File: src/sv/tlpte_pkg.sv
// ----------------------------------------------------------------------------
// tlpte_pkg
// Shared constants, request codes and controller/datapath interface types
// for the two-level page table engine.
// ----------------------------------------------------------------------------
package tlpte_pkg;

    localparam int unsigned DIR_ENTRIES_DEF   = 1024;
    localparam int unsigned TABLE_ENTRIES_DEF = 1024;

    localparam int unsigned ADDR_W   = 32;
    localparam int unsigned IDX_W    = 10;
    localparam int unsigned OFF_W    = 12;
    localparam int unsigned FRAME_W  = 20;
    localparam int unsigned PTE_W    = 23;
    localparam int unsigned REQ_W    = 2;
    localparam int unsigned DIR_LSB  = 22;
    localparam int unsigned TAB_LSB  = 12;

    localparam int unsigned PTE_PRESENT = 0;
    localparam int unsigned PTE_FRAME_LSB = 3;

    localparam logic [REQ_W-1:0] REQ_MAP_USER = 2'd0;
    localparam logic [REQ_W-1:0] REQ_MAP_KERN = 2'd1;
    localparam logic [REQ_W-1:0] REQ_UNMAP    = 2'd2;
    localparam logic [REQ_W-1:0] REQ_XLAT     = 2'd3;

    typedef struct packed {
        logic accept;
        logic dir_init_wr;
        logic dir_set;
        logic ctr_clr;
        logic ctr_inc;
        logic clear_wr;
        logic entry_wr;
        logic out_load;
    } tlpte_cmd_t;

    typedef struct packed {
        logic [REQ_W-1:0] req_type;
        logic             in_range;
        logic             dir_present;
        logic             out_free;
        logic             init_last;
        logic             clr_last;
    } tlpte_status_t;

endpackage

File: src/sv/tlpte_ctrl.sv
// ----------------------------------------------------------------------------
// tlpte_ctrl
// Controller: directory clearing after reset, request decode, table clear
// walk on directory allocation and result hand-off.
// ----------------------------------------------------------------------------
module tlpte_ctrl (
    input  logic                      clk,
    input  logic                      rst_n,
    input  logic                      s_tvalid,
    output logic                      s_tready,
    input  tlpte_pkg::tlpte_status_t  status,
    output tlpte_pkg::tlpte_cmd_t     cmd
);

    localparam logic [2:0] ST_INIT  = 3'd0;
    localparam logic [2:0] ST_IDLE  = 3'd1;
    localparam logic [2:0] ST_LOOK  = 3'd2;
    localparam logic [2:0] ST_CLEAR = 3'd3;
    localparam logic [2:0] ST_WRITE = 3'd4;
    localparam logic [2:0] ST_RESP  = 3'd5;

    logic [2:0] state_reg;
    logic [2:0] state_next;
    logic       is_map;

    assign is_map   = (status.req_type == tlpte_pkg::REQ_MAP_USER)
                   || (status.req_type == tlpte_pkg::REQ_MAP_KERN);
    assign s_tready = (state_reg == ST_IDLE);

    always_comb
    begin
        cmd        = '0;
        state_next = state_reg;
        case (state_reg)
            ST_INIT:
            begin
                cmd.dir_init_wr = 1'b1;
                cmd.ctr_inc     = 1'b1;
                if (status.init_last)
                begin
                    state_next = ST_IDLE;
                end
            end
            ST_IDLE:
            begin
                if (s_tvalid)
                begin
                    cmd.accept = 1'b1;
                    state_next = ST_LOOK;
                end
            end
            ST_LOOK:
            begin
                if (status.in_range && is_map && !status.dir_present)
                begin
                    cmd.dir_set = 1'b1;
                    cmd.ctr_clr = 1'b1;
                    state_next  = ST_CLEAR;
                end
                else
                begin
                    cmd.entry_wr = status.in_range && status.dir_present
                                && (is_map || status.req_type == tlpte_pkg::REQ_UNMAP);
                    cmd.out_load = status.out_free;
                    state_next   = status.out_free ? ST_IDLE : ST_RESP;
                end
            end
            ST_CLEAR:
            begin
                cmd.clear_wr = 1'b1;
                cmd.ctr_inc  = 1'b1;
                if (status.clr_last)
                begin
                    state_next = ST_WRITE;
                end
            end
            ST_WRITE:
            begin
                cmd.entry_wr = 1'b1;
                cmd.out_load = status.out_free;
                state_next   = status.out_free ? ST_IDLE : ST_RESP;
            end
            ST_RESP:
            begin
                if (status.out_free)
                begin
                    cmd.out_load = 1'b1;
                    state_next   = ST_IDLE;
                end
            end
            default:
            begin
                state_next = ST_INIT;
            end
        endcase
    end

    always_ff @(posedge clk or negedge rst_n)
    begin
        if (!rst_n)
        begin
            state_reg <= ST_INIT;
        end
        else
        begin
            state_reg <= state_next;
        end
    end

`ifndef NO_ASSERTIONS
    a_load_when_free: assert property (@(posedge clk) disable iff (!rst_n)
        cmd.out_load |-> status.out_free)
        else $error("result loaded while output register busy");

    a_init_quiet: assert property (@(posedge clk) disable iff (!rst_n)
        (state_reg == ST_INIT) |-> (!cmd.accept && !cmd.entry_wr && !cmd.clear_wr))
        else $error("request activity during directory clearing");

    a_clear_to_write: assert property (@(posedge clk) disable iff (!rst_n)
        (state_reg == ST_CLEAR && status.clr_last) |=> (state_reg == ST_WRITE))
        else $error("table clear walk did not end in entry write");

    a_accept_to_look: assert property (@(posedge clk) disable iff (!rst_n)
        cmd.accept |=> (state_reg == ST_LOOK))
        else $error("accepted request not looked up");
`endif

endmodule

File: config.mk
export PLATFORM = sky130hd
export DESIGN_NAME = tlpte_ctrl
export DESIGN_NICKNAME = d
export VERILOG_FILES = /design/src/sv/tlpte_pkg.sv /design/src/sv/tlpte_ctrl.sv
export SDC_FILE = /design/constraint.sdc
export NUM_CORES = 1
export LEC_CHECK = 0
export ABC_CLOCK_PERIOD_IN_PS = 1200
export BUFFER_PORTS_ARGS = -buffer_cell sky130_fd_sc_hd__buf_4
export CAP_MARGIN = 20
export CORE_AREA = 2 2 39 41
export CTS_BUF_LIST = sky130_fd_sc_hd__clkbuf_16
export DETAILED_ROUTE_END_ITERATION = 10
export DIE_AREA = 0 0 41 43
export GPL_TIMING_DRIVEN = 1
export PLACE_DENSITY = 0.48
export SYNTH_ARGS = -nofsm -noshare
export SYNTH_HDL_FRONTEND = slang
export SYNTH_SLANG_ARGS = --single-unit
File: constraint.sdc
create_clock -name clk -period 1.2 [get_ports clk]
set_input_delay 0.24 -clock clk [delete_from_list [all_inputs] [get_ports clk]]
set_output_delay 0.24 -clock clk [all_outputs]
set_load 0.02 [all_outputs]
==> results of run 1 <==
-- layer usage --
metal | vias up | GRT usage | part of all wire
met4 | 0 | 0.0600 | 0
met1 | 193 | 0.179 | 0.40
li1 | 220 | - | -
met2 | 15 | 0.209 | 0.54
met5 | - | 0 | 0
met3 | 0 | 0.0314 | 0.053
-- stage by stage --
| step | hold WS, ns | instances | setup slack, ns | setup TNS, ns |
|---|---|---|---|---|
| 2_1_floorplan | -0.0556 | 40 | -0.140 | -0.534 |
| 3_3_place_gp | 0.0291 | 82 | -0.189 | -1.05 |
| 6_report | 0.328 | 92 | -0.349 | -2.92 |
| 4_1_cts | 0.324 | 88 | -0.348 | -2.86 |
| 5_1_grt | 0.339 | 92 | -0.376 | -3.59 |
| 3_5_place_dp | 0.0298 | 82 | -0.183 | -0.948 |
-- cells in the final DEF, fill, tap and decap left out, types with 2 or more instances in the layout --
master,instances
sky130_fd_sc_hd__nand2_1,3
sky130_fd_sc_hd__dfrtp_1,2
sky130_fd_sc_hd__inv_2,2
sky130_fd_sc_hd__nor2_4,2
sky130_fd_sc_hd__buf_6,6
sky130_fd_sc_hd__and2b_2,2
sky130_fd_sc_hd__clkbuf_16,3
sky130_fd_sc_hd__inv_1,2
sky130_fd_sc_hd__buf_4,29
-- worst paths after layout --
kind	start	end	slack [ns]	depth (start not counted)
max	state_reg[2]	cmd[0]	-0.35	4
min	status[2]	state_reg[2]	0.33	3
max in group asynchronous	rst_n	state_reg[0]	0.75	2
min reg2reg	state_reg[0]	state_reg[0]	0.68	2
min in group asynchronous	rst_n	state_reg[2]	0.35	2
max reg2reg	state_reg[2]	state_reg[1]	-0.23	6
-- what timing repair did --
item                                   4_1_cts  5_1_grt
buffers inserted                             1        4
endpoints found under the hold margin        3        0
pin swaps                                    3        1
setup endpoints to repair                   11       12
hold buffers                                 1        0
gates resized for setup                     15        5
-- worst max-delay path, stage by stage, from the launching register on --
cell	delay (ns)
sky130_fd_sc_hd__dfrtp_1	0.41
sky130_fd_sc_hd__or2b_1	0.29
sky130_fd_sc_hd__o31a_1	0.15
sky130_fd_sc_hd__nor2b_4	0.12
sky130_fd_sc_hd__buf_6	0.11
-- cell type report --
class	instances	area (µm²)
repair buffers	36	295
multi-input cells	30	287
clock inverters	1	3.75
clock buffers	3	75.1
well taps	16	20.0
flip-flops and latches	3	76.3
inverters	3	11.3
fillers	139	616
-- where the power goes --
group / switching, mW / internal (mW) / total, mW
clock network: 0.0849 / 0.429 / 0.514
logic: 0.700 / 0.800 / 1.50
registers: 0.0775 / 0.153 / 0.231
total: 0.863 / 1.38 / 2.24
-- logic make-up after synthesis --
kind of cell	Yosys count	share of synthesized area
DFF	3	0.229
buffers and inverters	7	0.130
AOI/OAI and AO/OA	11	0.309
and+or+nand+nor	19	0.332
==> results_tabular.tex, run 1 <==
\begin{tabular}{lr}
\hline
Metric & Value \\
\hline
\multicolumn{2}{l}{\textbf{Logic synthesis}} \\
\quad Synthesis warning total & 0 \\
\quad Largest area contributor in the synthesized netlist & sky130\_fd\_sc\_hd\_\_dfrtp\_1 \\
\quad Synth Net Count & 50 \\
\quad Count of flip-flops with a built-in enable after synthesis & 0 \\
\quad Proportion of register bits with asynchronous set or reset after synthesis & 1.00 \\
\quad Syn avg cell area & 8.20 µm² \\
\quad Largest cells by area after synthesis & sky130\_fd\_sc\_hd\_\_dfrtp\_1, sky130\_fd\_sc\_hd\_\_o32ai\_2, sky130\_fd\_sc\_hd\_\_buf\_4 \\
\quad Share of Yosys cell area claimed by the top area cell type & 0.229 \\
\quad Leading cell type by number of instances after synthesis & sky130\_fd\_sc\_hd\_\_nand2\_1 \\
\quad Count of different cell masters after synthesis & 27 \\
\quad Portion of the post-synthesis area used by sequential elements & 0.229 \\
\quad Predominant post-synthesis flop cell & sky130\_fd\_sc\_hd\_\_dfrtp\_1 \\
\quad Register bit total from synthesis & 3 \\
\quad Post-synth top cells & sky130\_fd\_sc\_hd\_\_nand2\_1, sky130\_fd\_sc\_hd\_\_dfrtp\_1, sky130\_fd\_sc\_hd\_\_inv\_1 \\
\quad Synthesized instance count & 40 \\
\quad Post-synthesis instance area & 328 µm² \\
\multicolumn{2}{l}{\textbf{Setup path}} \\
\quad Type of the worst setup path & flip-flop to output port \\
\quad Worst setup EP type & output port \\
\quad Launching element type of the critical path & flip-flop \\
\quad Required time of the worst setup path & 0.96 ns \\
\quad Arrival time reported for the critical path endpoint & 1.31 ns \\
\quad Highest fanout seen on the critical path & 5 \\
\multicolumn{2}{l}{\textbf{STA}} \\
\quad Worst-margin pin slew & 0.254 ns \\
\quad Final hold violation count & 0 \\
\quad Achievable Freq & 646 MHz \\
\quad Fin Clk Skew & 0.00238 ns \\
\quad Portion of the clock cycle consumed by the worst path in the final layout & 1.29 \\
\quad Smallest setup slack after layout & -0.349 ns \\
\quad Final-report setup violation count & 11 \\
\quad Setup repair after global routing missed its margin & true \\
\quad Pins Over Slew Limit & 0 \\
\quad Relative max-transition margin & 0.830 \\
\quad Tmin final & 1.55 ns \\
\multicolumn{2}{l}{\textbf{GRT}} \\
\quad Antenna violations before repair & 0 \\
\quad Number of global-route vias before repair & 406 \\
\quad Overall track demand over capacity in global routing & 0.138 \\
\quad Global-route wire length before repair & 1.66 mm \\
\quad Pin count of the biggest net entering global routing & 9 \\
\quad Remaining global-route overflow & 0 \\
\multicolumn{2}{l}{\textbf{Clocking}} \\
\quad Clock tree from TritonCTS & done \\
\quad Bufs on Longest Clock Path & 2 \\
\quad Number of levels the H-tree was split into & 1 \\
\quad Insertion delay of the later-clocked pin in the worst-skew pair & 0.22 ns \\
\quad Number of CTS-inserted buffers & 3 \\
\quad Clock root buffer & sky130\_fd\_sc\_hd\_\_clkbuf\_16 \\
\quad Clock sink count & 3 \\
\quad Clock-pin slew on the worst setup and hold paths & 0.03 ns \\
\multicolumn{2}{l}{\textbf{Floorplan}} \\
\quad Initial Util & 0.237 \\
\quad Die area & 1760 µm² \\
\quad IO Pins & 19 \\
\quad Floorplan die width & 41 µm \\
\quad Number of cell rows & 14 \\
\quad Vertical die dimension & 43 µm \\
\quad Core Footprint & 1380 µm² \\
\multicolumn{2}{l}{\textbf{Finish}} \\
\quad Ant. Diodes & 0 \\
\quad Area overhead of the layout relative to synthesis & 134\% \\
\quad Nets & 87 \\
\quad Layout Utilization & 0.555 \\
\quad Finished layout cell area & 768 µm² \\
\quad Max reg flops & 3 \\
\quad Share of layout cells above drive strength 1 & 0.750 \\
\multicolumn{2}{l}{\textbf{Place}} \\
\quad RePlAce Congestion & 0.741 \\
\quad Sum of net half-perimeters after detailed placement & 727 µm \\
\quad Buffers on Ports & 18 \\
\quad Area of placed instances & 576 µm² \\
\multicolumn{2}{l}{\textbf{Run}} \\
\quad Max-Cap Viols & 0 \\
\multicolumn{2}{l}{\textbf{Power and ir drop}} \\
\quad Final Power & 2.24 mW \\
\quad Areal power density over the cells & 2920 nW/µm² \\
\quad Worst-case vdd ir drop & 1.24 mV \\
\quad Leakage power summed over all cells & 0.365 nW \\
\multicolumn{2}{l}{\textbf{Route}} \\
\quad Number of optimization iterations in the first detailed-route pass & 3 \\
\quad Count of antenna-violating nets left after detailed routing & 0 \\
\quad Routed Wire Length & 1.03 mm \\
\quad Detailed-route wire length per cell & 11.2 µm \\
\quad Post-route DRC violation count & 0 \\
\quad 1st-iter DRT viols & 4 \\
\quad Total number of vias & 428 \\
\quad Vias per inst & 4.65 \\
\multicolumn{2}{l}{\textbf{Hold path}} \\
\quad Min-delay worst type & primary input to flip-flop \\
\multicolumn{2}{l}{\textbf{Outcome}} \\
\quad Run status & complete, but fails checks \\
\quad Violations in the final reports & negative setup slack \\
\hline
\end{tabular}
(Power assumes the default switching activity.)
==> inputs of run 2 (changes only) <==
- BUFFER_PORTS_ARGS: -buffer_cell sky130_fd_sc_hd__buf_4 -> not set
- DONT_BUFFER_PORTS: not set -> 1
- PLACE_DENSITY: 0.48 -> 0.35
==> run 2 against run 1 <==
Compared with the run above:
- the flow still finishes with violations (negative setup slack)
- worst setup slack better by 0.025 ns
- sequential power is 6% lower
- power is 1.3% higher
- utilization is 4.5 points lower
- clock skew is 0.00058 ns higher
- critical endpoint unchanged
- largest cell class is now multi-input gates
==> results_tabular.tex, run 2 (synthesis gave the netlist of run 1 again) <==
\begin{tabular}{lr}
\hline
Metric & Value \\
\hline
\multicolumn{2}{l}{\textbf{Route}} \\
\quad Wire length on met1 & 437 µm \\
\quad Detailed-route wire length per cell & 13.3 µm \\
\quad Routed Wire Length & 1.05 mm \\
\quad 1st-iter DRT viols & 1 \\
\quad Routed wire length on met3 & 72 µm \\
\quad Metal2 WL & 545 µm \\
\quad Number of optimization iterations in the first detailed-route pass & 2 \\
\quad Highest routed layer & met3 \\
\quad Total number of vias & 386 \\
\quad Post-route DRC violation count & 0 \\
\quad Vias per inst & 4.89 \\
\quad Count of antenna-violating nets left after detailed routing & 0 \\
\multicolumn{2}{l}{\textbf{Floorplan}} \\
\quad Initial Util & 0.237 \\
\quad IO Pins & 19 \\
\quad Vertical die dimension & 43 µm \\
\quad Floorplan die width & 41 µm \\
\quad Die area & 1760 µm² \\
\quad Number of cell rows & 14 \\
\quad Core Footprint & 1380 µm² \\
\multicolumn{2}{l}{\textbf{Place}} \\
\quad Pre-CTS setup slack & -0.134 ns \\
\quad RePlAce Congestion & 0.724 \\
\quad Sum of net half-perimeters after detailed placement & 686 µm \\
\quad Buffers on Ports & 0 \\
\multicolumn{2}{l}{\textbf{Clocking}} \\
\quad Bufs on Longest Clock Path & 2 \\
\quad Clock-pin slew on the worst setup and hold paths & 0.03 ns \\
\quad Clock root buffer & sky130\_fd\_sc\_hd\_\_clkbuf\_16 \\
\quad Insertion delay of the later-clocked pin in the worst-skew pair & 0.22 ns \\
\quad Number of levels the H-tree was split into & 1 \\
\quad Clock tree from TritonCTS & done \\
\quad Clock sink count & 3 \\
\quad Number of CTS-inserted buffers & 3 \\
\multicolumn{2}{l}{\textbf{Finish}} \\
\quad Most common library cell in the layout ignoring fill and taps & sky130\_fd\_sc\_hd\_\_buf\_4 \\
\quad Layout Utilization & 0.510 \\
\quad Max reg flops & 3 \\
\quad Most frequent cells in the layout & sky130\_fd\_sc\_hd\_\_buf\_4, sky130\_fd\_sc\_hd\_\_buf\_6, sky130\_fd\_sc\_hd\_\_clkbuf\_16 \\
\quad Nets & 74 \\
\quad Share of layout cells above drive strength 1 & 0.778 \\
\quad Ant. Diodes & 0 \\
\quad Fillers & 138 \\
\quad Area overhead of the layout relative to synthesis & 115\% \\
\multicolumn{2}{l}{\textbf{Power and ir drop}} \\
\quad Worst-case vdd ir drop & 1.25 mV \\
\quad Relative contribution of sequential cells to total power & 0.095 \\
\quad Sw power & 0.886 mW \\
\quad Internal Pwr Total & 1.39 mW \\
\quad Leakage power summed over all cells & 0.308 nW \\
\quad Areal power density over the cells & 3220 nW/µm² \\
\quad Clk pwr share & 0.227 \\
\quad Proportion of total power due to net switching & 0.390 \\
\quad Logic gate share of total power & 0.678 \\
\multicolumn{2}{l}{\textbf{STA}} \\
\quad Relative max-transition margin & 0.733 \\
\quad Tmin final & 1.52 ns \\
\quad Post-route setup TNS & -2.76 ns \\
\quad Achievable Freq & 657 MHz \\
\quad Pins Over Slew Limit & 0 \\
\quad Setup repair after global routing missed its margin & true \\
\quad Worst-margin pin slew & 0.399 ns \\
\quad Portion of the clock cycle consumed by the worst path in the final layout & 1.27 \\
\quad Final hold violation count & 0 \\
\quad Smallest setup slack after layout & -0.323 ns \\
\quad Final-report setup violation count & 12 \\
\quad Fin Clk Skew & 0.00296 ns \\
\multicolumn{2}{l}{\textbf{Setup path}} \\
\quad Required time of the worst setup path & 0.96 ns \\
\quad Launching element type of the critical path & flip-flop \\
\quad Register-to-register path setup slack & -0.22 ns \\
\quad Highest fanout seen on the critical path & 4 \\
\quad Critical path capture point & cmd[0] \\
\quad Depth of the worst register-to-register path & 4 \\
\quad Type of the worst setup path & flip-flop to output port \\
\quad Critical path buffer and inverter count & 1 \\
\quad Critical path origin & state\_reg[2] \\
\quad RR Startpoint & state\_reg[2] \\
\quad Arrival time reported for the critical path endpoint & 1.28 ns \\
\quad Endpoint of the worst register-to-register path & state\_reg[1] \\
\quad Slowest cell on the critical path & sky130\_fd\_sc\_hd\_\_dfrtp\_1 \\
\quad Worst setup EP type & output port \\
\quad Crit-path leading delay family & flip-flops \\
\quad Delay of the slowest cell on the worst path & 0.40 ns \\
\quad CP Depth & 4 \\
\quad Crit-path cells & inv\_2, nand2\_2, o31a\_1, nor2b\_4 \\
\multicolumn{2}{l}{\textbf{Run}} \\
\quad Max-Cap Viols & 0 \\
\multicolumn{2}{l}{\textbf{GRT}} \\
\quad Pin count of the biggest net entering global routing & 8 \\
\quad Global-route wire length before repair & 1.62 mm \\
\quad Number of global-route vias before repair & 389 \\
\quad Remaining global-route overflow & 0 \\
\quad Antenna violations before repair & 0 \\
\quad Overall track demand over capacity in global routing & 0.134 \\
\multicolumn{2}{l}{\textbf{Outcome}} \\
\quad Run status & complete, but fails checks \\
\quad Violations in the final reports & negative setup slack \\
\multicolumn{2}{l}{\textbf{Hold path}} \\
\quad Min-delay worst type & primary input to flip-flop \\
\quad Launch instance of the worst min-delay path & status[2] \\
\hline
\end{tabular}
run 2: changes by cell type in the layout (fill, tap and decap cells not counted), sizes merged:
cell / before / now
buf: 35 / 22
run 2: final cells by class:
cell class / count / area (µm²) / share of cell area
well taps: 16 / 20.0 / 0.0284
multi-input cells: 30 / 302 / 0.427
flip-flops and latches: 3 / 77.6 / 0.110
clock inverters: 1 / 3.75 / 0.00532
clock buffers: 3 / 75.1 / 0.106
repair buffers: 23 / 214 / 0.303
inverters: 3 / 13.8 / 0.0195
run 2: metrics by stage:
step / std cells / area, µm² / hold slack, ns / total power, mW
floorplan: 40 / 365 / -0.0556 / 0.980
global placement: 65 / 460 / -0.0555 / 1.26
detailed placement: 65 / 460 / -0.0555 / 1.25
CTS: 75 / 653 / 0.110 / 2.11
global route: 79 / 706 / 0.106 / 2.39
finish: 79 / 706 / 0.111 / 2.27
run 2: worst min path at each step:
stage,end,slack (ns),cells past startpoint
6_report,state_reg[2],0.11,1
5_1_grt,state_reg[2],0.11,1
4_1_cts,state_reg[2],0.11,1
3_3_place_gp,state_reg[2],-0.06,0
3_5_place_dp,state_reg[2],-0.06,0
2_1_floorplan,state_reg[0],-0.06,0
run 2: power groups by stage:
stage	Clock, mW	Combinational, mW	Sequential, mW
floorplan	0	0.793	0.187
detailed placement	0	1.03	0.214
finish	0.517	1.54	0.216
global route	0.533	1.64	0.224
global placement	0	1.05	0.212
CTS	0.521	1.38	0.208
run 2: repair_timing:
action,in CTS,in global routing
pin swaps,8,6
resized for setup,22,8
endpoints found under the setup margin,11,12
hold endpoints to repair,3,0
buffers inserted,5,5
hold buffers,1,0
run 2: metal layers:
layer | vias up | global-route usage
li1 | 196 | -
met1 | 179 | 0.166
met2 | 11 | 0.203
met3 | 0 | 0.0733
met4 | 0 | 0.0200
met5 | - | 0
==> inputs of run 3 (changes only) <==
- SKIP_CTS_REPAIR_TIMING: not set -> 1
==> run 3 against run 2 <==
Compared with the run above:
- the flow still finishes with violations (negative setup slack)
- utilization rose by 5.5 points
- clock-buffer cell count did not move
- sequential share of layout area fell by 0.91 points
- largest power group unchanged
==> results_tabular.tex, run 3 (synthesis gave the netlist of run 1 again) <==
\begin{tabular}{lr}
\hline
Metric & Value \\
\hline
\multicolumn{2}{l}{\textbf{STA}} \\
\quad Worst-margin pin slew & 0.418 ns \\
\quad Relative max-transition margin & 0.721 \\
\quad Worst hold margin & 0.107 ns \\
\quad Final hold violation count & 0 \\
\quad Post-route setup TNS & -3.07 ns \\
\quad Fin Clk Skew & 0.00249 ns \\
\quad Portion of the clock cycle consumed by the worst path in the final layout & 1.30 \\
\quad Achievable Freq & 643 MHz \\
\quad Setup repair after global routing missed its margin & true \\
\quad Final-report setup violation count & 12 \\
\quad Pins Over Slew Limit & 0 \\
\quad Smallest setup slack after layout & -0.354 ns \\
\quad Tmin final & 1.55 ns \\
\multicolumn{2}{l}{\textbf{Setup path}} \\
\quad Type of the worst setup path & flip-flop to output port \\
\quad Arrival time reported for the critical path endpoint & 1.31 ns \\
\quad Launching element type of the critical path & flip-flop \\
\quad Endpoint of the worst register-to-register path & state\_reg[1] \\
\quad Critical path origin & state\_reg[1] \\
\quad Register-to-register path setup slack & -0.26 ns \\
\quad Depth of the worst register-to-register path & 6 \\
\quad Worst setup EP type & output port \\
\quad Critical path capture point & cmd[0] \\
\quad RR Startpoint & state\_reg[2] \\
\quad Required time of the worst setup path & 0.96 ns \\
\quad Highest fanout seen on the critical path & 5 \\
\multicolumn{2}{l}{\textbf{Clocking}} \\
\quad Clock root buffer & sky130\_fd\_sc\_hd\_\_clkbuf\_16 \\
\quad Clock-pin slew on the worst setup and hold paths & 0.03 ns \\
\quad Number of levels the H-tree was split into & 1 \\
\quad Insertion delay of the later-clocked pin in the worst-skew pair & 0.22 ns \\
\quad Bufs on Longest Clock Path & 2 \\
\quad Clock sink count & 3 \\
\quad Number of CTS-inserted buffers & 3 \\
\quad Clock tree from TritonCTS & done \\
\multicolumn{2}{l}{\textbf{Finish}} \\
\quad Ant. Diodes & 0 \\
\quad Number of standard cells in the layout, taps in and fillers out & 81 \\
\quad Area overhead of the layout relative to synthesis & 139\% \\
\quad Finished layout cell area & 782 µm² \\
\quad Most frequent cells in the layout & sky130\_fd\_sc\_hd\_\_buf\_4, sky130\_fd\_sc\_hd\_\_buf\_6, sky130\_fd\_sc\_hd\_\_clkbuf\_16, sky130\_fd\_sc\_hd\_\_dfrtp\_2 \\
\quad Most common library cell in the layout ignoring fill and taps & sky130\_fd\_sc\_hd\_\_buf\_4 \\
\quad Max reg flops & 3 \\
\quad Nets & 76 \\
\quad Share of layout cells above drive strength 1 & 0.815 \\
\multicolumn{2}{l}{\textbf{Power and ir drop}} \\
\quad Internal Pwr Total & 1.54 mW \\
\quad Logic gate share of total power & 0.706 \\
\quad Leakage power summed over all cells & 0.332 nW \\
\quad Areal power density over the cells & 3260 nW/µm² \\
\quad Relative contribution of sequential cells to total power & 0.091 \\
\quad Worst-case vdd ir drop & 1.27 mV \\
\quad Clk pwr share & 0.203 \\
\quad Sw power & 1.00 mW \\
\quad Final Power & 2.55 mW \\
\quad Proportion of total power due to net switching & 0.394 \\
\multicolumn{2}{l}{\textbf{Route}} \\
\quad Total number of vias & 410 \\
\quad Vias per inst & 5.06 \\
\quad Post-route DRC violation count & 0 \\
\quad Routed wire length on met3 & 75 µm \\
\quad Wire length on met1 & 455 µm \\
\quad Detailed-route wire length per cell & 15.7 µm \\
\quad 1st-iter DRT viols & 1 \\
\quad Metal2 WL & 737 µm \\
\quad Count of antenna-violating nets left after detailed routing & 0 \\
\quad Routed Wire Length & 1.27 mm \\
\quad Number of optimization iterations in the first detailed-route pass & 2 \\
\quad Highest routed layer & met3 \\
\multicolumn{2}{l}{\textbf{Floorplan}} \\
\quad Initial Util & 0.237 \\
\quad Floorplan die width & 41 µm \\
\quad Die area & 1760 µm² \\
\quad Number of cell rows & 14 \\
\quad Vertical die dimension & 43 µm \\
\quad Core Footprint & 1380 µm² \\
\quad IO Pins & 19 \\
\multicolumn{2}{l}{\textbf{GRT}} \\
\quad Pin count of the biggest net entering global routing & 9 \\
\quad Number of global-route vias before repair & 350 \\
\quad Overall track demand over capacity in global routing & 0.117 \\
\quad Remaining global-route overflow & 0 \\
\quad Antenna violations before repair & 0 \\
\quad Global-route wire length before repair & 1.43 mm \\
\multicolumn{2}{l}{\textbf{Hold path}} \\
\quad Min-delay worst type & primary input to flip-flop \\
\multicolumn{2}{l}{\textbf{Place}} \\
\quad Buffers on Ports & 0 \\
\quad Post-Place Cells & 65 \\
\quad Sum of net half-perimeters after detailed placement & 686 µm \\
\quad RePlAce Congestion & 0.724 \\
\quad Area of placed instances & 460 µm² \\
\multicolumn{2}{l}{\textbf{Run}} \\
\quad Max-Cap Viols & 0 \\
\multicolumn{2}{l}{\textbf{Outcome}} \\
\quad Run status & complete, but fails checks \\
\quad Violations in the final reports & negative setup slack \\
\hline
\end{tabular}
==> run 3: cell count changes in the layout (fill, tap and decap cells not counted), sizes merged <==
cell	before	now
buf	22	24
==> run 3: area by class of cell <==
type / count / area, µm²
Clock inverter: 1 / 3.75
Clock buffer: 3 / 75.1
Tap cell: 16 / 20.0
Multi-Input combinational cell: 30 / 334
Sequential cell: 3 / 78.8
Fill cell: 131 / 602
Inverter: 3 / 13.8
Timing Repair Buffer: 25 / 256
==> run 3: stage by stage <==
| stage | setup WS, ns | util |
|---|---|---|
| finish | -0.354 | 0.565 |
| global route | -0.403 | 0.565 |
| CTS | -0.355 | 0.390 |
| detailed placement | -0.134 | 0.333 |
| global placement | -0.149 | 0.333 |
| floorplan | -0.140 | - |
==> run 3: critical path, cell delays in order (launching register included) <==
cell	delay, ns
sky130_fd_sc_hd__dfrtp_2	0.43
sky130_fd_sc_hd__or2b_1	0.31
sky130_fd_sc_hd__o31a_1	0.17
sky130_fd_sc_hd__nor2b_4	0.18
==> run 3: how the worst min path moves through the flow <==
| stage | from | to | slack (ns) | cells past startpoint |
|---|---|---|---|---|
| after floorplan | rst_n | state_reg[0] | -0.06 | 0 |
| after global placement | rst_n | state_reg[2] | -0.06 | 0 |
| after detailed placement | rst_n | state_reg[2] | -0.06 | 0 |
| after CTS | rst_n | state_reg[2] | -0.29 | 0 |
| after global routing | status[2] | state_reg[2] | 0.10 | 1 |
| final | status[2] | state_reg[2] | 0.11 | 1 |
==> run 3: metal layers <==
| metal | global-route usage | up-vias |
|---|---|---|
| met1 | 0.156 | 203 |
| met5 | 0 | - |
| met4 | 0.0200 | 0 |
| li1 | - | 196 |
| met2 | 0.163 | 11 |
| met3 | 0.0681 | 0 |
==> run 3: power by group through the flow <==
stage | Clock [mW] | Sequential [mW] | Combinational (mW)
after floorplan | 0 | 0.187 | 0.793
after global placement | 0 | 0.212 | 1.05
after CTS | 0.521 | 0.215 | 1.04
final | 0.517 | 0.232 | 1.80
after global routing | 0.543 | 0.239 | 1.90
after detailed placement | 0 | 0.214 | 1.03
